`config.mk`:
```
export PLATFORM = sky130hd
export DESIGN_NAME = pattern_tokenizer
export DESIGN_NICKNAME = d
export VERILOG_FILES = /design/src/rtl/ptok_pkg.sv /design/src/rtl/ptok_lexer.sv /design/src/rtl/pattern_tokenizer.sv
export SDC_FILE = /design/constraint.sdc
export NUM_CORES = 1
export LEC_CHECK = 0
export BUFFER_PORTS_ARGS = -buffer_cell sky130_fd_sc_hd__clkbuf_2
export CAP_MARGIN = 20
export CORE_MARGIN = 10
export CORE_UTILIZATION = 45
export DETAILED_ROUTE_END_ITERATION = 10
export PLACE_DENSITY = 0.69
export SKIP_LAST_GASP = 1
export SYNTH_ARGS = -nofsm -noshare
export SYNTH_HDL_FRONTEND = slang
export SYNTH_SLANG_ARGS = --single-unit
```
`constraint.sdc`:
```
create_clock -name clk -period 11.8 [get_ports clk]
set_clock_uncertainty 0.1 [all_clocks]
set_input_delay 2.36 -clock clk [delete_from_list [all_inputs] [get_ports clk]]
set_output_delay 2.36 -clock clk [all_outputs]
set_load 0.02 [all_outputs]
```
`src/rtl/ptok_pkg.sv`:
```
`timescale 1ns / 1ps
// ----------------------------------------------------------------------------
// ptok_pkg: shared types and constants of the pattern tokenizer
// Payload structs, lexer state, token kind codes and character helpers.
// ----------------------------------------------------------------------------
package ptok_pkg;

  localparam int MaxTokens = 4;
  localparam int CandTokens = 6;

  typedef enum logic [2:0] {
    MODE_NORMAL = 3'd0,
    MODE_COLON  = 3'd1,
    MODE_NUMBER = 3'd2,
    MODE_TEXT   = 3'd3,
    MODE_ESC    = 3'd4,
    MODE_HALT   = 3'd5
  } mode_t;

  localparam logic [4:0] KIND_START     = 5'd0;
  localparam logic [4:0] KIND_ANY       = 5'd1;
  localparam logic [4:0] KIND_CLASS_W   = 5'd2;
  localparam logic [4:0] KIND_CLASS_I   = 5'd3;
  localparam logic [4:0] KIND_CLASS_Q   = 5'd4;
  localparam logic [4:0] KIND_CLASS_Z   = 5'd5;
  localparam logic [4:0] KIND_NUMBER    = 5'd6;
  localparam logic [4:0] KIND_TEXT      = 5'd7;
  localparam logic [4:0] KIND_BACKSLASH = 5'd8;
  localparam logic [4:0] KIND_STAR      = 5'd9;
  localparam logic [4:0] KIND_LBRACKET  = 5'd10;
  localparam logic [4:0] KIND_RBRACKET  = 5'd11;
  localparam logic [4:0] KIND_LBRACE    = 5'd12;
  localparam logic [4:0] KIND_RBRACE    = 5'd13;
  localparam logic [4:0] KIND_LANGLE    = 5'd14;
  localparam logic [4:0] KIND_RANGLE    = 5'd15;
  localparam logic [4:0] KIND_LPAREN    = 5'd16;
  localparam logic [4:0] KIND_RPAREN    = 5'd17;
  localparam logic [4:0] KIND_BAR       = 5'd18;
  localparam logic [4:0] KIND_PLUS      = 5'd19;
  localparam logic [4:0] KIND_END       = 5'd20;
  localparam logic [4:0] KIND_ERROR     = 5'd21;
  localparam logic [4:0] KIND_NONE      = 5'd0;

  localparam logic [7:0] CH_NUL       = 8'h00;
  localparam logic [7:0] CH_DOT       = 8'h2E;
  localparam logic [7:0] CH_COLON     = 8'h3A;
  localparam logic [7:0] CH_BACKSLASH = 8'h5C;
  localparam logic [7:0] CH_ZERO      = 8'h30;
  localparam logic [7:0] CH_NINE      = 8'h39;
  localparam logic [7:0] CH_W         = 8'h77;
  localparam logic [7:0] CH_I         = 8'h69;
  localparam logic [7:0] CH_Q         = 8'h71;
  localparam logic [7:0] CH_Z         = 8'h7A;

  typedef struct packed {
    logic [7:0] pattern_char;
    logic       pattern_last;
  } char_t;

  typedef struct packed {
    logic [4:0]  token_kind;
    logic [31:0] number_value;
    logic [7:0]  text_char;
    logic        text_end;
    logic        result_last;
  } token_t;

  typedef struct packed {
    mode_t       mode;
    logic [31:0] number_accum;
    logic [7:0]  held_text_char;
    logic        held_valid;
    logic        start_sent;
  } lex_state_t;

  typedef struct packed {
    logic [2:0]                 count;
    token_t [MaxTokens-1:0]     tokens;
  } lex_result_t;

  function automatic logic [4:0] single_kind(input logic [7:0] c);
    logic [4:0] k;
    k = KIND_NONE;
    unique case (c)
      8'h5C:   k = KIND_BACKSLASH;
      8'h2A:   k = KIND_STAR;
      8'h5B:   k = KIND_LBRACKET;
      8'h5D:   k = KIND_RBRACKET;
      8'h7B:   k = KIND_LBRACE;
      8'h7D:   k = KIND_RBRACE;
      8'h3C:   k = KIND_LANGLE;
      8'h3E:   k = KIND_RANGLE;
      8'h28:   k = KIND_LPAREN;
      8'h29:   k = KIND_RPAREN;
      8'h7C:   k = KIND_BAR;
      8'h2B:   k = KIND_PLUS;
      default: k = KIND_NONE;
    endcase
    return k;
  endfunction

  function automatic logic is_special(input logic [7:0] c);
    return (c == CH_COLON) || (c == CH_DOT) || (single_kind(c) != KIND_NONE);
  endfunction

  function automatic logic is_digit(input logic [7:0] c);
    return (c >= CH_ZERO) && (c <= CH_NINE);
  endfunction

  function automatic token_t make_token(input logic [4:0] kind, input logic [31:0] num,
                                        input logic [7:0] ch, input logic tend);
    token_t t;
    t.token_kind   = kind;
    t.number_value = num;
    t.text_char    = ch;
    t.text_end     = tend;
    t.result_last  = 1'b0;
    return t;
  endfunction

endpackage

```
`src/rtl/ptok_lexer.sv`:
```
`timescale 1ns / 1ps
// ----------------------------------------------------------------------------
// ptok_lexer: single character step of the tokenizer
// Computes the tokens caused by one character and the next lexer state.
// ----------------------------------------------------------------------------
module ptok_lexer (
  input  ptok_pkg::char_t      char_in,
  input  ptok_pkg::lex_state_t state,
  output ptok_pkg::lex_state_t state_next,
  output ptok_pkg::lex_result_t result
);
  import ptok_pkg::*;

  token_t      cand [CandTokens];
  logic [2:0]  n;
  lex_state_t  s;
  logic        run_normal;
  logic [7:0]  c;
  logic [31:0] digit_val;
  logic [31:0] accum_step;

  assign c          = char_in.pattern_char;
  assign digit_val  = {24'd0, c - CH_ZERO};
  assign accum_step = (state.number_accum * 32'd10) + digit_val;

  always_comb begin
    for (int i = 0; i < CandTokens; i++) begin
      cand[i] = '0;
    end
    n          = 3'd0;
    s          = state;
    run_normal = 1'b0;

    if (!s.start_sent) begin
      cand[n] = make_token(KIND_START, 32'd0, 8'd0, 1'b0);
      n = n + 3'd1;
      s.start_sent = 1'b1;
    end

    unique case (s.mode)
      MODE_COLON: begin
        s.mode = MODE_NORMAL;
        unique case (c)
          CH_W:    cand[n] = make_token(KIND_CLASS_W, 32'd0, 8'd0, 1'b0);
          CH_I:    cand[n] = make_token(KIND_CLASS_I, 32'd0, 8'd0, 1'b0);
          CH_Q:    cand[n] = make_token(KIND_CLASS_Q, 32'd0, 8'd0, 1'b0);
          CH_Z:    cand[n] = make_token(KIND_CLASS_Z, 32'd0, 8'd0, 1'b0);
          default: begin
            cand[n] = make_token(KIND_ERROR, 32'd0, 8'd0, 1'b0);
            s.mode = MODE_HALT;
          end
        endcase
        n = n + 3'd1;
      end
      MODE_NUMBER: begin
        if (is_digit(c)) begin
          s.number_accum = accum_step;
        end else begin
          cand[n] = make_token(KIND_NUMBER, s.number_accum, 8'd0, 1'b0);
          n = n + 3'd1;
          s.number_accum = 32'd0;
          run_normal = 1'b1;
        end
      end
      MODE_TEXT: begin
        if (c == CH_BACKSLASH) begin
          s.mode = MODE_ESC;
        end else if (is_special(c) || (c == CH_NUL)) begin
          if (s.held_valid) begin
            cand[n] = make_token(KIND_TEXT, 32'd0, s.held_text_char, 1'b1);
            n = n + 3'd1;
          end
          s.held_valid = 1'b0;
          s.held_text_char = 8'd0;
          run_normal = 1'b1;
        end else begin
          if (s.held_valid) begin
            cand[n] = make_token(KIND_TEXT, 32'd0, s.held_text_char, 1'b0);
            n = n + 3'd1;
          end
          s.held_valid = 1'b1;
          s.held_text_char = c;
        end
      end
      MODE_ESC: begin
        if (is_special(c)) begin
          if (s.held_valid) begin
            cand[n] = make_token(KIND_TEXT, 32'd0, s.held_text_char, 1'b0);
            n = n + 3'd1;
          end
          s.held_valid = 1'b1;
          s.held_text_char = c;
          s.mode = MODE_TEXT;
        end else begin
          if (s.held_valid) begin
            cand[n] = make_token(KIND_TEXT, 32'd0, s.held_text_char, 1'b1);
            n = n + 3'd1;
          end
          s.held_valid = 1'b0;
          s.held_text_char = 8'd0;
          cand[n] = make_token(KIND_BACKSLASH, 32'd0, 8'd0, 1'b0);
          n = n + 3'd1;
          run_normal = 1'b1;
        end
      end
      MODE_HALT: begin
      end
      default: begin
        run_normal = 1'b1;
      end
    endcase

    if (run_normal) begin
      s.mode = MODE_NORMAL;
      if (c == CH_DOT) begin
        cand[n] = make_token(KIND_ANY, 32'd0, 8'd0, 1'b0);
        n = n + 3'd1;
      end else if (c == CH_COLON) begin
        s.mode = MODE_COLON;
      end else if (is_digit(c)) begin
        s.number_accum = digit_val;
        s.mode = MODE_NUMBER;
      end else if (c == CH_BACKSLASH) begin
        s.held_valid = 1'b0;
        s.mode = MODE_ESC;
      end else if (single_kind(c) != KIND_NONE) begin
        cand[n] = make_token(single_kind(c), 32'd0, 8'd0, 1'b0);
        n = n + 3'd1;
      end else if (c == CH_NUL) begin
        cand[n] = make_token(KIND_ERROR, 32'd0, 8'd0, 1'b0);
        n = n + 3'd1;
        s.mode = MODE_HALT;
      end else begin
        s.held_text_char = c;
        s.held_valid = 1'b1;
        s.mode = MODE_TEXT;
      end
    end

    if (char_in.pattern_last) begin
      unique case (s.mode)
        MODE_NUMBER: begin
          cand[n] = make_token(KIND_NUMBER, s.number_accum, 8'd0, 1'b0);
          n = n + 3'd1;
        end
        MODE_TEXT: begin
          if (s.held_valid) begin
            cand[n] = make_token(KIND_TEXT, 32'd0, s.held_text_char, 1'b1);
            n = n + 3'd1;
          end
        end
        MODE_ESC: begin
          if (s.held_valid) begin
            cand[n] = make_token(KIND_TEXT, 32'd0, s.held_text_char, 1'b1);
            n = n + 3'd1;
          end
          cand[n] = make_token(KIND_BACKSLASH, 32'd0, 8'd0, 1'b0);
          n = n + 3'd1;
        end
        MODE_COLON: begin
          cand[n] = make_token(KIND_ERROR, 32'd0, 8'd0, 1'b0);
          n = n + 3'd1;
        end
        default: begin
        end
      endcase
      cand[n] = make_token(KIND_END, 32'd0, 8'd0, 1'b0);
      n = n + 3'd1;
      s = '0;
      s.mode = MODE_NORMAL;
    end
  end

  always_comb begin
    result.count = (n > 3'd4) ? 3'd4 : n;
    for (int i = 0; i < MaxTokens; i++) begin
      result.tokens[i] = cand[i];
      result.tokens[i].result_last = (result.count == 3'(i + 1));
    end
  end

  assign state_next = s;

endmodule

```
`src/rtl/pattern_tokenizer.sv`:
```
`timescale 1ns / 1ps
// ----------------------------------------------------------------------------
// pattern_tokenizer: find-pattern tokenizer, one character per transfer
// Splits a character stream into start, any, class, number, text, special,
// error and end tokens, delivered one token per output transfer.
// ----------------------------------------------------------------------------
// The first token of a character is offered in the cycle after its
// transfer. A character yields at most four tokens, which leave through the
// single token output port; the next character is taken in the cycle its
// last token is transferred. Reset clears the lexer state and empties the
// token buffer.
module pattern_tokenizer (
  input  logic               clk,
  input  logic               rst,
  input  logic               char_valid,
  output logic               char_ready,
  input  ptok_pkg::char_t    char_data,
  output logic               token_valid,
  input  logic               token_ready,
  output ptok_pkg::token_t   token_data
);
  import ptok_pkg::*;

  lex_state_t  state;
  lex_state_t  state_next;
  lex_result_t lex_res;
  token_t      buffer [MaxTokens];
  logic [2:0]  remaining;
  logic [1:0]  rd_ptr;
  logic        char_xfer;
  logic        token_xfer;

  ptok_lexer u_lexer (
    .char_in    (char_data),
    .state      (state),
    .state_next (state_next),
    .result     (lex_res)
  );

  assign token_valid = (remaining != 3'd0);
  assign token_data  = buffer[rd_ptr];
  assign token_xfer  = token_valid && token_ready;
  assign char_ready  = (remaining == 3'd0) || ((remaining == 3'd1) && token_ready);
  assign char_xfer   = char_valid && char_ready;

  always_ff @(posedge clk) begin
    if (rst) begin
      state     <= '0;
      remaining <= 3'd0;
      rd_ptr    <= 2'd0;
    end else if (char_xfer) begin
      state     <= state_next;
      remaining <= lex_res.count;
      rd_ptr    <= 2'd0;
    end else if (token_xfer) begin
      remaining <= remaining - 3'd1;
      rd_ptr    <= rd_ptr + 2'd1;
    end
  end

  always_ff @(posedge clk) begin
    if (char_xfer) begin
      for (int i = 0; i < MaxTokens; i++) begin
        buffer[i] <= lex_res.tokens[i];
      end
    end
  end

`ifndef SYNTHESIS
  a_tokens_follow: assert property (@(posedge clk) disable iff (rst)
    (char_xfer && (lex_res.count != 3'd0)) |=> token_valid)
    else $error("tokens of a transferred character are not offered");

  a_last_flag: assert property (@(posedge clk) disable iff (rst)
    token_valid |-> (token_data.result_last == (remaining == 3'd1)))
    else $error("result_last does not match the buffered token count");

  a_buffer_bound: assert property (@(posedge clk) disable iff (rst)
    token_valid |-> ((3'(rd_ptr) + remaining) <= 3'd4))
    else $error("token buffer read past its end");

  a_pattern_close: assert property (@(posedge clk) disable iff (rst)
    (char_xfer && char_data.pattern_last) |=>
      ((state.mode == MODE_NORMAL) && !state.start_sent && !state.held_valid))
    else $error("lexer state not cleared after the final character");

  a_start_first: assert property (@(posedge clk) disable iff (rst)
    (token_valid && (token_data.token_kind == KIND_START)) |-> (rd_ptr == 2'd0))
    else $error("start token not first for its character");
`endif

endmodule
```
==> results.sh <==
export IMPL_viasPerCell=6.44
export IMPL_p_leak_nw=6.36
export IMPL_cellPowerDensity_mw_per_mm2=197
export IMPL_dp_slack_ns=2.56
export IMPL_place_hpwl_mm=34.6
export IMPL_top_level_ports=62
export IMPL_hold_depth=2
export IMPL_drc=0
export IMPL_relSlewSlack_pct=24.7
export IMPL_async_flop_share_pct=0
export IMPL_post_cts_buffers=0
export IMPL_post_route_util_pct=50.3
export IMPL_hold_start="state[41]"
export IMPL_rrSetupSlack_ns=5.28
export IMPL_met3_length_mm=3.69
export IMPL_clock_latency_ns=0.56
export IMPL_core_area_sq_mm=0.0348
export IMPL_synth_area_sq_mm=0.0160
export IMPL_top_layer="met4"
export IMPL_path_max_fanout=32
export IMPL_fin_crit_ns=8.82
export IMPL_worst_pin_slew_ns=1.13
export IMPL_die_height_microns=208
export IMPL_post_cts_resized=0
export IMPL_yosys_warnings=0
export IMPL_placed_cells=2006
export IMPL_numClockSinks=240
export IMPL_wl_per_cell_microns=23.5
export IMPL_fmax_mhz=113
export IMPL_area_growth_pct=9.58
export IMPL_cts_tree="done"
export IMPL_synth_edf_count=188
export IMPL_setup_viol=0
export IMPL_min_to="state[41]"
export IMPL_cts_buffers=25
export IMPL_outcome="completed"
export IMPL_grt_pass1_vias=12700
export IMPL_grt_pass1_wl_mm=76.0
export IMPL_tns_ns=0
export IMPL_grt_overflow_total=0
export IMPL_r2r_end="buffer[0][41]"
export IMPL_finalWorstSetupSlack_ns=2.98
export IMPL_start_util_pct=45.9
export IMPL_clkSlewWorstSetupHoldPaths_ns=0.06
export IMPL_peakVddDrop_mv=0.160
export IMPL_gp_congestion=0.975
export IMPL_synth_fp_nets=1651
export IMPL_ys_flop_type="edfxtp_1"
export IMPL_port_buffers=61
export IMPL_synth_cell_type_count=96
export IMPL_diodes=0
export IMPL_cp_data_required_time_ns=11.98
export IMPL_syn_mean_instance_area_sq_um=10.3
export IMPL_cts_max_level=1
export IMPL_wl_met1_mm=21.8
export IMPL_antenna_left=0
export IMPL_critPathKind="in2reg"
export IMPL_critPathLaunchType="input pin"
export IMPL_drive_gt1_share_pct=13.8
export IMPL_ff2ff_path_depth=22
export IMPL_num_vias=13200
export IMPL_ys_seq_elements=240
export IMPL_seq_area_frac_synth_pct=41.8
export IMPL_antenna_found_initial=0
export IMPL_timing_hold_ws_ns=0.411
export IMPL_r2r_start="state[0]"
export IMPL_nets=1672
export IMPL_maxCapViolations=0
export IMPL_netlist_instances=1558
export IMPL_fill_cells=3080
export IMPL_worstPathArrival_ns=9.00
export IMPL_rsz0062_at_grt="no"
export IMPL_min_period_over_period_pct=74.7
export IMPL_grt_max_degree=73
export IMPL_first_pass_iters=5
export IMPL_slew_violations=0
export IMPL_final_hold_violation_count=0
export IMPL_grtUsageTotal_pct=21.5
export IMPL_wl_met2_mm=21.5
export IMPL_clk_path_buf_depth=3
export IMPL_hp_class="reg2reg"
export IMPL_fin_cells=2053
export IMPL_die_area_sq_mm=0.0435
export IMPL_wl_mm=48.3
export IMPL_endpoint_kind="flip-flop"
export IMPL_drt_iter0_drc=1588
export IMPL_hold_buffers=0
export IMPL_clockRootBuffer="clkbuf_16"
export IMPL_rows=68
export IMPL_fp_dieW_microns=208
cell families after synthesis:
logic type,after synthesis,synth area share [%]
fa+ha+maj,80,6.36
flops,240,41.8
compound gates,483,21.8
xor+xnor,53,2.95
buf+inv,130,3.28
simple gates,512,16.3
mux,60,7.48
area by class of cell:
type                            count  area (sq um)  area share [%]
Inverter                           40           155           0.886
Sequential cell                   240          6690            38.2
Multi-Input combinational cell   1188          8800            50.2
Clock buffer                       38           754            4.31
Timing Repair Buffer               84           482            2.75
Clock inverter                      8          63.8           0.364
Tap cell                          455           569            3.25
routing by layer:
metal | GRT usage [%] | vias to the layer above
met2 | 32.9 | 553
met1 | 30.7 | 6505
li1 | - | 6092
met5 | 0 | -
met4 | 6.85 | 0
met3 | 3.09 | 73
stage by stage:
step | area, sq um | power [mW]
after floorplan | 16000 | 2.27
after global placement | 16700 | 2.66
after detailed placement | 16700 | 2.68
after CTS | 17500 | 3.47
after global routing | 17500 | 3.63
final | 17500 | 3.46
worst max path at each step:
stage | cells past startpoint | slack (ns) | startpoint | endpoint
2_1_floorplan | 9 | 3.23 | token_ready | state[18]
3_3_place_gp | 26 | 2.76 | char_data[5] | buffer[0][41]
3_5_place_dp | 26 | 2.56 | char_data[5] | buffer[0][41]
4_1_cts | 26 | 3.10 | char_data[5] | buffer[0][41]
5_1_grt | 25 | 2.42 | char_data[6] | buffer[0][4]
6_report | 26 | 2.98 | char_data[5] | buffer[0][41]
where the power goes:
part	internal [mW]	total (mW)	switching, mW
registers	1.22	1.31	0.0864
clock network	0.444	0.787	0.342
logic	0.448	1.36	0.916
total	2.11	3.46	1.34
layout by cell type (no fill, tap or decap), types with 11 or more instances in the layout:
cell and count:
mux4_2 47, clkbuf_16 25, dfxtp_1 50, nand3_1 35
o21ai_0 92, buf_4 22, nand3b_1 11, o211ai_1 20
clkbuf_2 61, nor2b_1 22, xnor2_1 34, xor2_1 18
o21a_1 14, edfxtp_1 188, and2_1 17, a32o_1 18
o2bb2ai_1 38, a211oi_1 19, a21oi_1 87, and3_1 17
nand2_1 144, nor2_1 131, a22o_1 53, a21o_1 20
inv_1 38, or3_1 13, nor3_1 39, a22oi_1 19
ha_1 78
synthesized netlist by cell type, types with 7 or more instances:
library cell	number	area (sq um)
o21ai_0	93	465
o21bai_1	10	75.1
or2_2	7	43.8
buf_2	17	85.1
ha_1	78	976
edfxtp_1	188	5650
o211ai_1	20	150
a22o_1	53	464
a211oi_1	19	143
nor2_1	132	495
or3_1	13	81.3
clkbuf_1	64	240
xor2_1	18	158
o22ai_1	7	43.8
nand3_1	35	175
nand2b_1	10	62.6
dfxtp_1	52	1040
xnor2_1	34	298
a21oi_1	88	440
o21a_1	14	105
a21o_1	20	150
a31oi_1	9	56.3
a22oi_1	19	143
nor3_1	41	205
o2bb2ai_1	38	333
and2_1	17	106
nand4_1	10	62.6
mux4_2	47	1060
nand2_1	144	541
nor4_1	8	50.1
inv_1	38	143
a32o_1	18	180
nand3b_1	11	82.6
mux2i_1	7	70.1
buf_1	7	26.3
and3_1	17	106
nor2b_1	22	138
worst max-delay path: stages:
cell	delay, ns
clkbuf_2	0.19
ha_1	0.34
nor3b_1	0.42
and2_1	0.43
inv_1	0.32
ha_1	0.35
or3b_2	0.43
a21oi_1	0.16
a21oi_1	0.08
nor3_1	0.19
a211oi_1	0.10
buf_4	0.20
ha_1	0.31
mux2_2	0.34
ha_1	0.35
nand2_1	0.06
nand2_1	0.08
ha_1	0.17
nand2_1	0.05
o21ai_0	0.50
a221oi_4	0.11
nor3b_4	0.47
o21a_2	0.29
nor3_4	0.05
buf_4	0.30
a2bb2o_1	0.32
state kept, by name, indices dropped and copies added (netlist names), named ones only:
name,count
rd_ptr,2
state,45
buffer,188
remaining,3
(Power assumes the default switching activity.)
